$ cat src/sv/assert_macros.svh
// Assertion macros used by the top level of the transcoder.
`ifndef ASSERT_MACROS_SVH
`define ASSERT_MACROS_SVH

// Check a property on every rising clock edge outside reset.
`define ASSERT_CLK(lbl, clk, rst_n, prop, msg) \
    lbl: assert property (@(posedge clk) disable iff (!rst_n) (prop)) else $error(msg);

// Check that a condition implies another one in the same cycle.
`define ASSERT_IMPL(lbl, clk, rst_n, ante, cons, msg) \
    lbl: assert property (@(posedge clk) disable iff (!rst_n) (ante) |-> (cons)) \
        else $error(msg);

`endif

$ cat src/sv/u16u8_pkg.sv
// Shared types, constants and byte-encoding functions of the UTF-16 to UTF-8 transcoder.
package u16u8_pkg;

    localparam int CNT_W = 12;
    localparam int CP_W  = 21;

    // Top six bits of surrogate code units
    localparam logic [5:0] HIGH_SURR_TAG = 6'b110110;
    localparam logic [5:0] LOW_SURR_TAG  = 6'b110111;

    // Offset of the high-surrogate bits that yields plane 1 and up
    localparam logic [10:0] PLANE_OFFSET = 11'd64;

    // UTF-8 byte prefixes
    localparam logic [0:0] PFX_ASCII = 1'b0;
    localparam logic [1:0] PFX_CONT  = 2'b10;
    localparam logic [2:0] PFX_LEAD2 = 3'b110;
    localparam logic [3:0] PFX_LEAD3 = 4'b1110;
    localparam logic [4:0] PFX_LEAD4 = 5'b11110;

    // Sequence length minus one
    localparam logic [1:0] LEN_1 = 2'd0;
    localparam logic [1:0] LEN_2 = 2'd1;
    localparam logic [1:0] LEN_3 = 2'd2;
    localparam logic [1:0] LEN_4 = 2'd3;

    typedef struct packed {
        logic            vld;
        logic [CP_W-1:0] cp;
        logic [1:0]      len_m1;
    } char_t;

    // One request from the front: up to two characters and an optional status item
    typedef struct packed {
        char_t            a;
        char_t            b;
        logic             eos;
        logic [CNT_W-1:0] count;
    } entry_t;

    typedef struct packed {
        logic full;
        logic empty;
    } q_stat_t;

    typedef enum logic [1:0] {
        PART_A,
        PART_B,
        PART_S
    } part_t;

    function automatic logic [1:0] char_len_m1(input logic [CP_W-1:0] cp);
        logic [1:0] l;
        if (cp[CP_W-1:7] == '0)
            l = LEN_1;
        else if (cp[CP_W-1:11] == '0)
            l = LEN_2;
        else if (cp[CP_W-1:16] == '0)
            l = LEN_3;
        else
            l = LEN_4;
        return l;
    endfunction

    function automatic logic [7:0] utf8_byte(input char_t ch, input logic [1:0] idx);
        logic [7:0] b;
        unique case (ch.len_m1)
            LEN_1: b = {PFX_ASCII, ch.cp[6:0]};
            LEN_2: b = (idx == 2'd0) ? {PFX_LEAD2, ch.cp[10:6]} : {PFX_CONT, ch.cp[5:0]};
            LEN_3:
            begin
                case (idx)
                    2'd0:    b = {PFX_LEAD3, ch.cp[15:12]};
                    2'd1:    b = {PFX_CONT, ch.cp[11:6]};
                    default: b = {PFX_CONT, ch.cp[5:0]};
                endcase
            end
            default:
            begin
                case (idx)
                    2'd0:    b = {PFX_LEAD4, ch.cp[20:18]};
                    2'd1:    b = {PFX_CONT, ch.cp[17:12]};
                    2'd2:    b = {PFX_CONT, ch.cp[11:6]};
                    default: b = {PFX_CONT, ch.cp[5:0]};
                endcase
            end
        endcase
        return b;
    endfunction

endpackage

$ cat src/sv/u16u8_front.sv
// Front end: accepts code units, pairs surrogates, applies the byte capacity, queues requests.
module u16u8_front
    import u16u8_pkg::*;
(
    input  logic             clk,
    input  logic             rst_n,
    input  logic             in_valid,
    output logic             in_stall,
    input  logic [15:0]      code_unit,
    input  logic             last_unit,
    input  logic [CNT_W-1:0] max_bytes,
    input  q_stat_t          q_stat,
    output logic             push,
    output entry_t           push_entry
);

    logic             held_v_reg, held_v_next;
    logic [9:0]       held_bits_reg, held_bits_next;
    logic [CNT_W-1:0] bw_reg, bw_next;
    logic             stopped_reg, stopped_next;

    logic             acc, is_high, is_low, pair;
    logic             a_req, b_req, a_fit, b_fit, a_out, b_out, stop1, stop2;
    logic [CP_W-1:0]  a_cp, b_cp;
    logic [1:0]       a_len, b_len;
    logic [CNT_W:0]   sum_a, sum_b;
    logic [CNT_W-1:0] bw1, bw2;

    assign in_stall = q_stat.full;
    assign acc      = in_valid && !q_stat.full;
    assign is_high  = (code_unit[15:10] == HIGH_SURR_TAG);
    assign is_low   = (code_unit[15:10] == LOW_SURR_TAG);
    assign pair     = held_v_reg && is_low;

    // Classify: the held surrogate (alone or paired) first, then the current unit
    always_comb
    begin
        a_req = held_v_reg;
        if (pair)
            a_cp = {held_bits_reg + PLANE_OFFSET, code_unit[9:0]};
        else
            a_cp = {5'd0, HIGH_SURR_TAG, held_bits_reg};
        b_req = !pair && !(is_high && !last_unit);
        b_cp  = {5'd0, code_unit};
        a_len = char_len_m1(a_cp);
        b_len = char_len_m1(b_cp);
    end

    // Check each character against the remaining capacity in order
    always_comb
    begin
        sum_a = {1'b0, bw_reg} + {{(CNT_W-1){1'b0}}, a_len} + 13'd1;
        a_fit = sum_a <= {1'b0, max_bytes};
        a_out = a_req && !stopped_reg && a_fit;
        stop1 = stopped_reg || (a_req && !a_fit);
        bw1   = a_out ? sum_a[CNT_W-1:0] : bw_reg;

        sum_b = {1'b0, bw1} + {{(CNT_W-1){1'b0}}, b_len} + 13'd1;
        b_fit = sum_b <= {1'b0, max_bytes};
        b_out = b_req && !stop1 && b_fit;
        stop2 = stop1 || (b_req && !b_fit);
        bw2   = b_out ? sum_b[CNT_W-1:0] : bw1;
    end

    // Build the request; drop it when the unit gives no result
    always_comb
    begin
        push_entry.a     = '{vld: a_out, cp: a_cp, len_m1: a_len};
        push_entry.b     = '{vld: b_out, cp: b_cp, len_m1: b_len};
        push_entry.eos   = last_unit;
        push_entry.count = bw2;
        push             = acc && (a_out || b_out || last_unit);
    end

    // Advance the string state; clear it at the end of a string
    always_comb
    begin
        held_v_next    = held_v_reg;
        held_bits_next = held_bits_reg;
        bw_next        = bw_reg;
        stopped_next   = stopped_reg;
        if (acc)
        begin
            if (last_unit)
            begin
                held_v_next    = 1'b0;
                held_bits_next = '0;
                bw_next        = '0;
                stopped_next   = 1'b0;
            end
            else
            begin
                held_v_next    = is_high;
                held_bits_next = is_high ? code_unit[9:0] : held_bits_reg;
                bw_next        = bw2;
                stopped_next   = stop2;
            end
        end
    end

    always_ff @(posedge clk or negedge rst_n)
    begin
        if (!rst_n)
        begin
            held_v_reg    <= 1'b0;
            held_bits_reg <= '0;
            bw_reg        <= '0;
            stopped_reg   <= 1'b0;
        end
        else
        begin
            held_v_reg    <= held_v_next;
            held_bits_reg <= held_bits_next;
            bw_reg        <= bw_next;
            stopped_reg   <= stopped_next;
        end
    end

endmodule

$ cat src/sv/u16u8_queue.sv
// Request queue between the front end and the byte emitter.
module u16u8_queue
    import u16u8_pkg::*;
#(
    parameter int DEPTH = 4
)
(
    input  logic    clk,
    input  logic    rst_n,
    input  logic    push,
    input  entry_t  push_entry,
    input  logic    pop,
    output entry_t  head,
    output q_stat_t q_stat
);

    localparam int PTR_W = $clog2(DEPTH);
    localparam int CNT_QW = $clog2(DEPTH + 1);
    localparam logic [PTR_W-1:0] LAST_PTR = PTR_W'(DEPTH - 1);
    localparam logic [CNT_QW-1:0] FULL_CNT = CNT_QW'(DEPTH);

    entry_t              mem_reg [DEPTH];
    logic [PTR_W-1:0]    wr_ptr_reg, wr_ptr_next;
    logic [PTR_W-1:0]    rd_ptr_reg, rd_ptr_next;
    logic [CNT_QW-1:0]   cnt_reg, cnt_next;
    logic                do_push, do_pop;

    assign q_stat.full  = (cnt_reg == FULL_CNT);
    assign q_stat.empty = (cnt_reg == '0);
    assign do_push      = push && !q_stat.full;
    assign do_pop       = pop && !q_stat.empty;
    assign head         = mem_reg[rd_ptr_reg];

    // Advance pointers and occupancy
    always_comb
    begin
        wr_ptr_next = wr_ptr_reg;
        rd_ptr_next = rd_ptr_reg;
        cnt_next    = cnt_reg;
        if (do_push)
            wr_ptr_next = (wr_ptr_reg == LAST_PTR) ? '0 : wr_ptr_reg + 1'b1;
        if (do_pop)
            rd_ptr_next = (rd_ptr_reg == LAST_PTR) ? '0 : rd_ptr_reg + 1'b1;
        if (do_push && !do_pop)
            cnt_next = cnt_reg + 1'b1;
        else if (do_pop && !do_push)
            cnt_next = cnt_reg - 1'b1;
    end

    always_ff @(posedge clk or negedge rst_n)
    begin
        if (!rst_n)
        begin
            wr_ptr_reg <= '0;
            rd_ptr_reg <= '0;
            cnt_reg    <= '0;
        end
        else
        begin
            wr_ptr_reg <= wr_ptr_next;
            rd_ptr_reg <= rd_ptr_next;
            cnt_reg    <= cnt_next;
        end
    end

    // Store the request payload
    always_ff @(posedge clk)
    begin
        if (do_push)
            mem_reg[wr_ptr_reg] <= push_entry;
    end

endmodule

$ cat src/sv/u16u8_back.sv
// Back end: walks queued requests, emitting one UTF-8 byte or status item per unstalled cycle.
module u16u8_back
    import u16u8_pkg::*;
(
    input  logic             clk,
    input  logic             rst_n,
    input  entry_t           head,
    input  q_stat_t          q_stat,
    output logic             pop,
    output logic             out_valid,
    input  logic             out_stall,
    output logic [7:0]       out_byte,
    output logic             byte_valid,
    output logic [CNT_W-1:0] byte_count,
    output logic             end_of_string,
    output logic             last_of_run
);

    part_t            sel_reg, sel_next;
    logic [1:0]       idx_reg, idx_next;
    logic             out_valid_reg, out_valid_next;
    logic [7:0]       byte_reg;
    logic             bvalid_reg;
    logic [CNT_W-1:0] count_reg;
    logic             eos_reg;
    logic             last_reg;

    part_t            cur;
    char_t            ch;
    logic             load, last_byte, final_res;

    // Pick the part to emit: skip characters that were dropped
    always_comb
    begin
        if (sel_reg == PART_A && head.a.vld)
            cur = PART_A;
        else if (sel_reg != PART_S && head.b.vld)
            cur = PART_B;
        else
            cur = PART_S;
        ch        = (cur == PART_A) ? head.a : head.b;
        last_byte = (idx_reg == ch.len_m1);
        load      = !q_stat.empty && (!out_valid_reg || !out_stall);
    end

    // Next position within the request, and whether this is its final result
    always_comb
    begin
        sel_next  = sel_reg;
        idx_next  = idx_reg;
        final_res = 1'b1;
        unique case (cur)
            PART_A:  final_res = last_byte && !head.b.vld && !head.eos;
            PART_B:  final_res = last_byte && !head.eos;
            default: final_res = 1'b1;
        endcase
        if (load)
        begin
            if (final_res)
            begin
                sel_next = PART_A;
                idx_next = '0;
            end
            else if (!last_byte)
                idx_next = idx_reg + 1'b1;
            else
            begin
                sel_next = (cur == PART_A) ? PART_B : PART_S;
                idx_next = '0;
            end
        end
        pop = load && final_res;
    end

    // Hold the output while stalled, drop it once taken
    always_comb
    begin
        if (load)
            out_valid_next = 1'b1;
        else if (out_stall)
            out_valid_next = out_valid_reg;
        else
            out_valid_next = 1'b0;
    end

    always_ff @(posedge clk or negedge rst_n)
    begin
        if (!rst_n)
        begin
            sel_reg       <= PART_A;
            idx_reg       <= '0;
            out_valid_reg <= 1'b0;
        end
        else
        begin
            sel_reg       <= sel_next;
            idx_reg       <= idx_next;
            out_valid_reg <= out_valid_next;
        end
    end

    // Load the output register
    always_ff @(posedge clk)
    begin
        if (load)
        begin
            if (cur == PART_S)
            begin
                byte_reg   <= '0;
                bvalid_reg <= 1'b0;
                count_reg  <= head.count;
                eos_reg    <= 1'b1;
            end
            else
            begin
                byte_reg   <= utf8_byte(ch, idx_reg);
                bvalid_reg <= 1'b1;
                count_reg  <= '0;
                eos_reg    <= 1'b0;
            end
            last_reg <= final_res;
        end
    end

    assign out_valid     = out_valid_reg;
    assign out_byte      = byte_reg;
    assign byte_valid    = bvalid_reg;
    assign byte_count    = count_reg;
    assign end_of_string = eos_reg;
    assign last_of_run   = last_reg;

endmodule

$ cat src/sv/utf16_to_utf8_transcoder.sv
// Top level of the UTF-16 to UTF-8 transcoder: front end, request queue, byte emitter.
// The first result of a code unit passes the request queue, then the emitter's output register.
// The byte emitter gives one result per cycle while out_stall is low; a unit with several results
// holds it until the last is loaded. Units are accepted every cycle while the queue has room.
// Reset clears the string state, empties the queue and sets max_bytes to 1024; no clearing pass.
`include "assert_macros.svh"

module utf16_to_utf8_transcoder
    import u16u8_pkg::*;
#(
    parameter int QUEUE_DEPTH = 4
)
(
    input  logic             clk,
    input  logic             rst_n,
    input  logic             cfg_wr_en,
    input  logic [CNT_W-1:0] cfg_wr_data,
    input  logic             in_valid,
    output logic             in_stall,
    input  logic [15:0]      code_unit,
    input  logic             last_unit,
    output logic             out_valid,
    input  logic             out_stall,
    output logic [7:0]       out_byte,
    output logic             byte_valid,
    output logic [CNT_W-1:0] byte_count,
    output logic             end_of_string,
    output logic             last_of_run
);

    localparam logic [CNT_W-1:0] MAX_BYTES_RST = 12'd1024;

    logic [CNT_W-1:0] max_bytes_reg;
    q_stat_t          q_stat;
    logic             push, pop;
    entry_t           push_entry, head;

    // Capacity register
    always_ff @(posedge clk or negedge rst_n)
    begin
        if (!rst_n)
            max_bytes_reg <= MAX_BYTES_RST;
        else if (cfg_wr_en)
            max_bytes_reg <= cfg_wr_data;
    end

    u16u8_front u_front (
        .clk        (clk),
        .rst_n      (rst_n),
        .in_valid   (in_valid),
        .in_stall   (in_stall),
        .code_unit  (code_unit),
        .last_unit  (last_unit),
        .max_bytes  (max_bytes_reg),
        .q_stat     (q_stat),
        .push       (push),
        .push_entry (push_entry)
    );

    u16u8_queue #(
        .DEPTH (QUEUE_DEPTH)
    ) u_queue (
        .clk        (clk),
        .rst_n      (rst_n),
        .push       (push),
        .push_entry (push_entry),
        .pop        (pop),
        .head       (head),
        .q_stat     (q_stat)
    );

    u16u8_back u_back (
        .clk           (clk),
        .rst_n         (rst_n),
        .head          (head),
        .q_stat        (q_stat),
        .pop           (pop),
        .out_valid     (out_valid),
        .out_stall     (out_stall),
        .out_byte      (out_byte),
        .byte_valid    (byte_valid),
        .byte_count    (byte_count),
        .end_of_string (end_of_string),
        .last_of_run   (last_of_run)
    );

    `ASSERT_IMPL(a_status_shape, clk, rst_n, out_valid && end_of_string,
        !byte_valid && last_of_run && out_byte == 8'd0, "status item malformed")
    `ASSERT_IMPL(a_byte_shape, clk, rst_n, out_valid && byte_valid,
        !end_of_string && byte_count == '0, "byte item carries status fields")
    `ASSERT_IMPL(a_count_cap, clk, rst_n, out_valid && end_of_string,
        byte_count <= max_bytes_reg, "byte count exceeds capacity")
    `ASSERT_CLK(a_no_pop_empty, clk, rst_n, !(pop && q_stat.empty), "pop from empty queue")

endmodule
$ cat config.mk
export PLATFORM = sky130hd
export DESIGN_NAME = utf16_to_utf8_transcoder
export DESIGN_NICKNAME = d
export VERILOG_FILES = /design/src/sv/u16u8_pkg.sv /design/src/sv/u16u8_front.sv /design/src/sv/u16u8_queue.sv /design/src/sv/u16u8_back.sv /design/src/sv/utf16_to_utf8_transcoder.sv
export VERILOG_INCLUDE_DIRS = /design/src /design/src/sv
export SDC_FILE = /design/constraint.sdc
export NUM_CORES = 1
export LEC_CHECK = 0
export ABC_AREA = 1
export BUFFER_PORTS_ARGS = -buffer_cell sky130_fd_sc_hd__buf_4
export CAP_MARGIN = 20
export CORE_ASPECT_RATIO = 1.25
export CORE_MARGIN = 2
export CORE_UTILIZATION = 50
export CTS_BUF_LIST = sky130_fd_sc_hd__clkbuf_8
export CTS_CLUSTER_DIAMETER = 30
export CTS_CLUSTER_SIZE = 16
export DETAILED_ROUTE_END_ITERATION = 7
export PLACE_DENSITY = 0.69
export SLEW_MARGIN = 10
export SYNTH_ARGS = -nofsm -noshare
export SYNTH_HDL_FRONTEND = slang
export SYNTH_SLANG_ARGS = --single-unit
$ cat constraint.sdc
create_clock -name clk -period 21.6 [get_ports clk]
set_clock_uncertainty 0.1 [all_clocks]
set_input_delay 3.24 -clock clk [delete_from_list [all_inputs] [get_ports clk]]
set_output_delay 3.24 -clock clk [all_outputs]
set_load 0.005 [all_outputs]
==> impl_metrics.toml <==
[cts]
cts_setup_buffers = 0
clockRootBuffer = "clkbuf_8"
cts_repair_resize_count = 0
clockBufferDepth = 3
cts_buffers = 47
path_clk_slew_ps = 60
ctsHoldBuffers = 0
htreeDepth = 2
insertion_delay_ps = 570
tritoncts = "built"
cts_sinks = 295

[worst_setup_path]
critPathMostFrequentCell = "nand2_1"
crit_fanout = 28
end_kind = "register"
path_buf_inv = 8
crit_path_top_delay_cell = "nand2_1"
required_ps = 21920
critPathTopFamily = "simple AND/OR/NAND/NOR gates"
crit_type = "input port to register"
critPathLaunchType = "input port"
crit_arrival_ps = 12300
cpPeakStageDelay_ps = 560

[synth]
yosys.area.top_type_share_pct = 52.9
ys_seq_area_share_pct = 61.5
synthMuxAreaShare_pct = 0.375
synth_common_cells = "nand2_1, edfxtp_1, nor2_1"
synth_cell_type_count = 52
synth_edf_count = 247
syn_nets = 1424
syn_inst = 1346
synth_most_common_cell = "nand2_1"
synth-simple-area-share_pct = 17.6
ys_ff_latch = 295
yosysWarningCount = 0
synthTopCellsByArea = "edfxtp_1, dfrtp_1, nand2_1"
synth_compound_area_share_pct = 10.2
synthFlopType = "edfxtp_1"
syn_area_um2 = 14000
async_reset_ff_share_pct = 16.3
synth_top_family_by_area = "simple AND/OR/NAND/NOR gates"
synth_xor_xnor_area_share_pct = 1.05
avgSynthCellArea_um2 = 10.4
yosysTopAreaCell = "edfxtp_1"
synth_fa_ha_area_share_pct = 4.09

[sta]
setup_violations = 0
max_freq_mhz = 83.5
final.setup.tns_ps = 0
layout_setup_ws_ps = 9630
worstMarginPinSlew_ps = 1060
fin_crit_sh_pct = 55.4
rsz0062_at_grt = "false"
final-hold-violation-count = 0
drv_slew = 0
fin_crit_ps = 11970
holdWs_ps = 407
relSlewSlack_pct = 29.5

[power_and_ir_drop]
power.share.clock_pct = 25.0
ir_drop_v = 0.0000706
p_sw_share_pct = 38.2
power_density_nw_per_um2 = 149
cell_internal_pwr_mw = 1.46
comb_power_share_pct = 38.5
p_leak_nw = 6.44
seqPwrFrac_pct = 36.5
power_switching_uw = 905

[layout]
final_core_util_pct = 57.9
syn2layout_area_growth_pct = 13.8
antennaDiodeCount = 0
drive_above_1_share_pct = 13.7
postLayoutCellArea_um2 = 16000
largest_reg_flops = 224
layout.nets = 1488
fillCellCount = 2336

[grt]
gr-total-overflow = 0
grt_max_degree = 83
antenna_found_initial = 0
grt_usage_pct = 22.9
grt_pass1_wl_um = 52800
grt_pass1_vias = 9990

[floorplan]
fp.dieW_um = 154
ios = 59
row_count = 68
core_area_um2 = 27600
start_util_pct = 50.8
dieArea_um2 = 29400
die_h_um = 191

[placed_design]
gp_congestion = 0.904
io_buffers = 58
dp_hpwl_um = 20800
place_ws_ps = 9120
place_area_um2 = 14800

[flow_run]
cap_violations = 0

[routing]
wirelength_um = 32900
drtIter0Drc = 702
vias = 9879
ant_nets = 0
route.detailed.vias_per_inst = 5.49
avgRoutedWirePerCell_um = 18.3
remaining_drc_errors = 0
first_pass_iters = 5

[min_path]
holdCritPathClass = "register to register"

[outcome]
status = "finished clean"
## per-layer routing
| layer | global-route usage [%] | part of all wire [%] | up-vias |
|---|---|---|---|
| li1 | - | - | 4799 |
| met1 | 27.3 | 40 | 4768 |
| met2 | 42.1 | 52 | 241 |
| met3 | 3.17 | 4.7 | 71 |
| met4 | 8.79 | 3.3 | 0 |
| met5 | 0 | 0 | - |
## power by group through the flow
stage / registers (mW) / clock network (mW) / logic (mW)
6_report: 0.865 / 0.592 / 0.913
5_1_grt: 0.878 / 0.629 / 1.02
4_1_cts: 0.865 / 0.601 / 0.920
3_5_place_dp: 0.876 / 0 / 0.915
3_3_place_gp: 0.872 / 0 / 0.898
2_1_floorplan: 0.858 / 0 / 0.637
## kinds of logic after synthesis
| family | count (synthesis) |
|---|---|
| mux | 5 |
| fa+ha+maj | 44 |
| flops | 295 |
| xor+xnor | 16 |
| buf+inv | 180 |
| compound gates | 242 |
| simple gates | 564 |
## worst min-delay path, stage by stage (launching register included)
cell and delay (ps):
dfrtp_1 350, nand2_1 70, nand2_1 60
## placed cells by master, fill, tap and decap left out, types with 4 or more instances in the layout
cell	netlist	layout
nand2_1	279	279
edfxtp_1	247	247
nor2_1	141	136
inv_1	122	133
o21ai_0	108	108
buf_4	0	70
nand3_1	66	66
a21oi_1	54	54
clkbuf_8	0	51
dfrtp_1	47	46
ha_1	41	41
o22ai_1	25	25
nand2_2	21	21
a32o_1	20	20
nand4_1	12	12
and2_1	12	12
bufinv_16	0	12
xor2_1	11	11
o211ai_1	9	9
nor2_4	4	8
a31oi_1	7	7
nor4_1	5	5
nor2_2	4	5
nor3_1	4	4
o21a_1	4	4
xnor2_1	4	4
clkinv_4	0	4
clkinv_2	0	4
## path summary, 6_finish.rpt
path | start | to | slack [ps] | depth (start not counted)
max | code_unit[13] | u_queue.cnt_reg[2]$_DFFE_PN0P_ | 9630 | 50
min | u_back.out_valid$_DFFE_PN0P_ | u_back.out_valid$_DFFE_PN0P_ | 410 | 2
max reg2reg | u_front.a_req$_DFFE_PN0P_ | u_queue.cnt_reg[2]$_DFFE_PN0P_ | 12020 | 50
min reg2reg | u_back.out_valid$_DFFE_PN0P_ | u_back.out_valid$_DFFE_PN0P_ | 410 | 2
max in group asynchronous | rst_n | u_queue.rd_ptr_reg[0]$_DFFE_PN0P_ | 18240 | 1
min in group asynchronous | rst_n | u_front.bw_reg[7]$_DFFE_PN0P_ | 2620 | 1
## layout make-up
class                   instances  area, µm²  share of cell area (%)
clock buffers                  51        702                    4.40
clock inverters                36        495                    3.11
inverters                     125        469                    2.94
multi-input cells             871       4700                    29.5
flip-flops and latches        295       8620                    54.0
well taps                     350        438                    2.74
repair buffers                 70        526                    3.29
## through the flow
| stage | std cells | power [mW] |
|---|---|---|
| global placement | 1711 | 1.77 |
| floorplan | 1346 | 1.50 |
| finish | 1798 | 2.37 |
| CTS | 1798 | 2.39 |
| global route | 1798 | 2.53 |
| detailed placement | 1711 | 1.79 |
No activity file was read; power rests on OpenSTA's default activity.
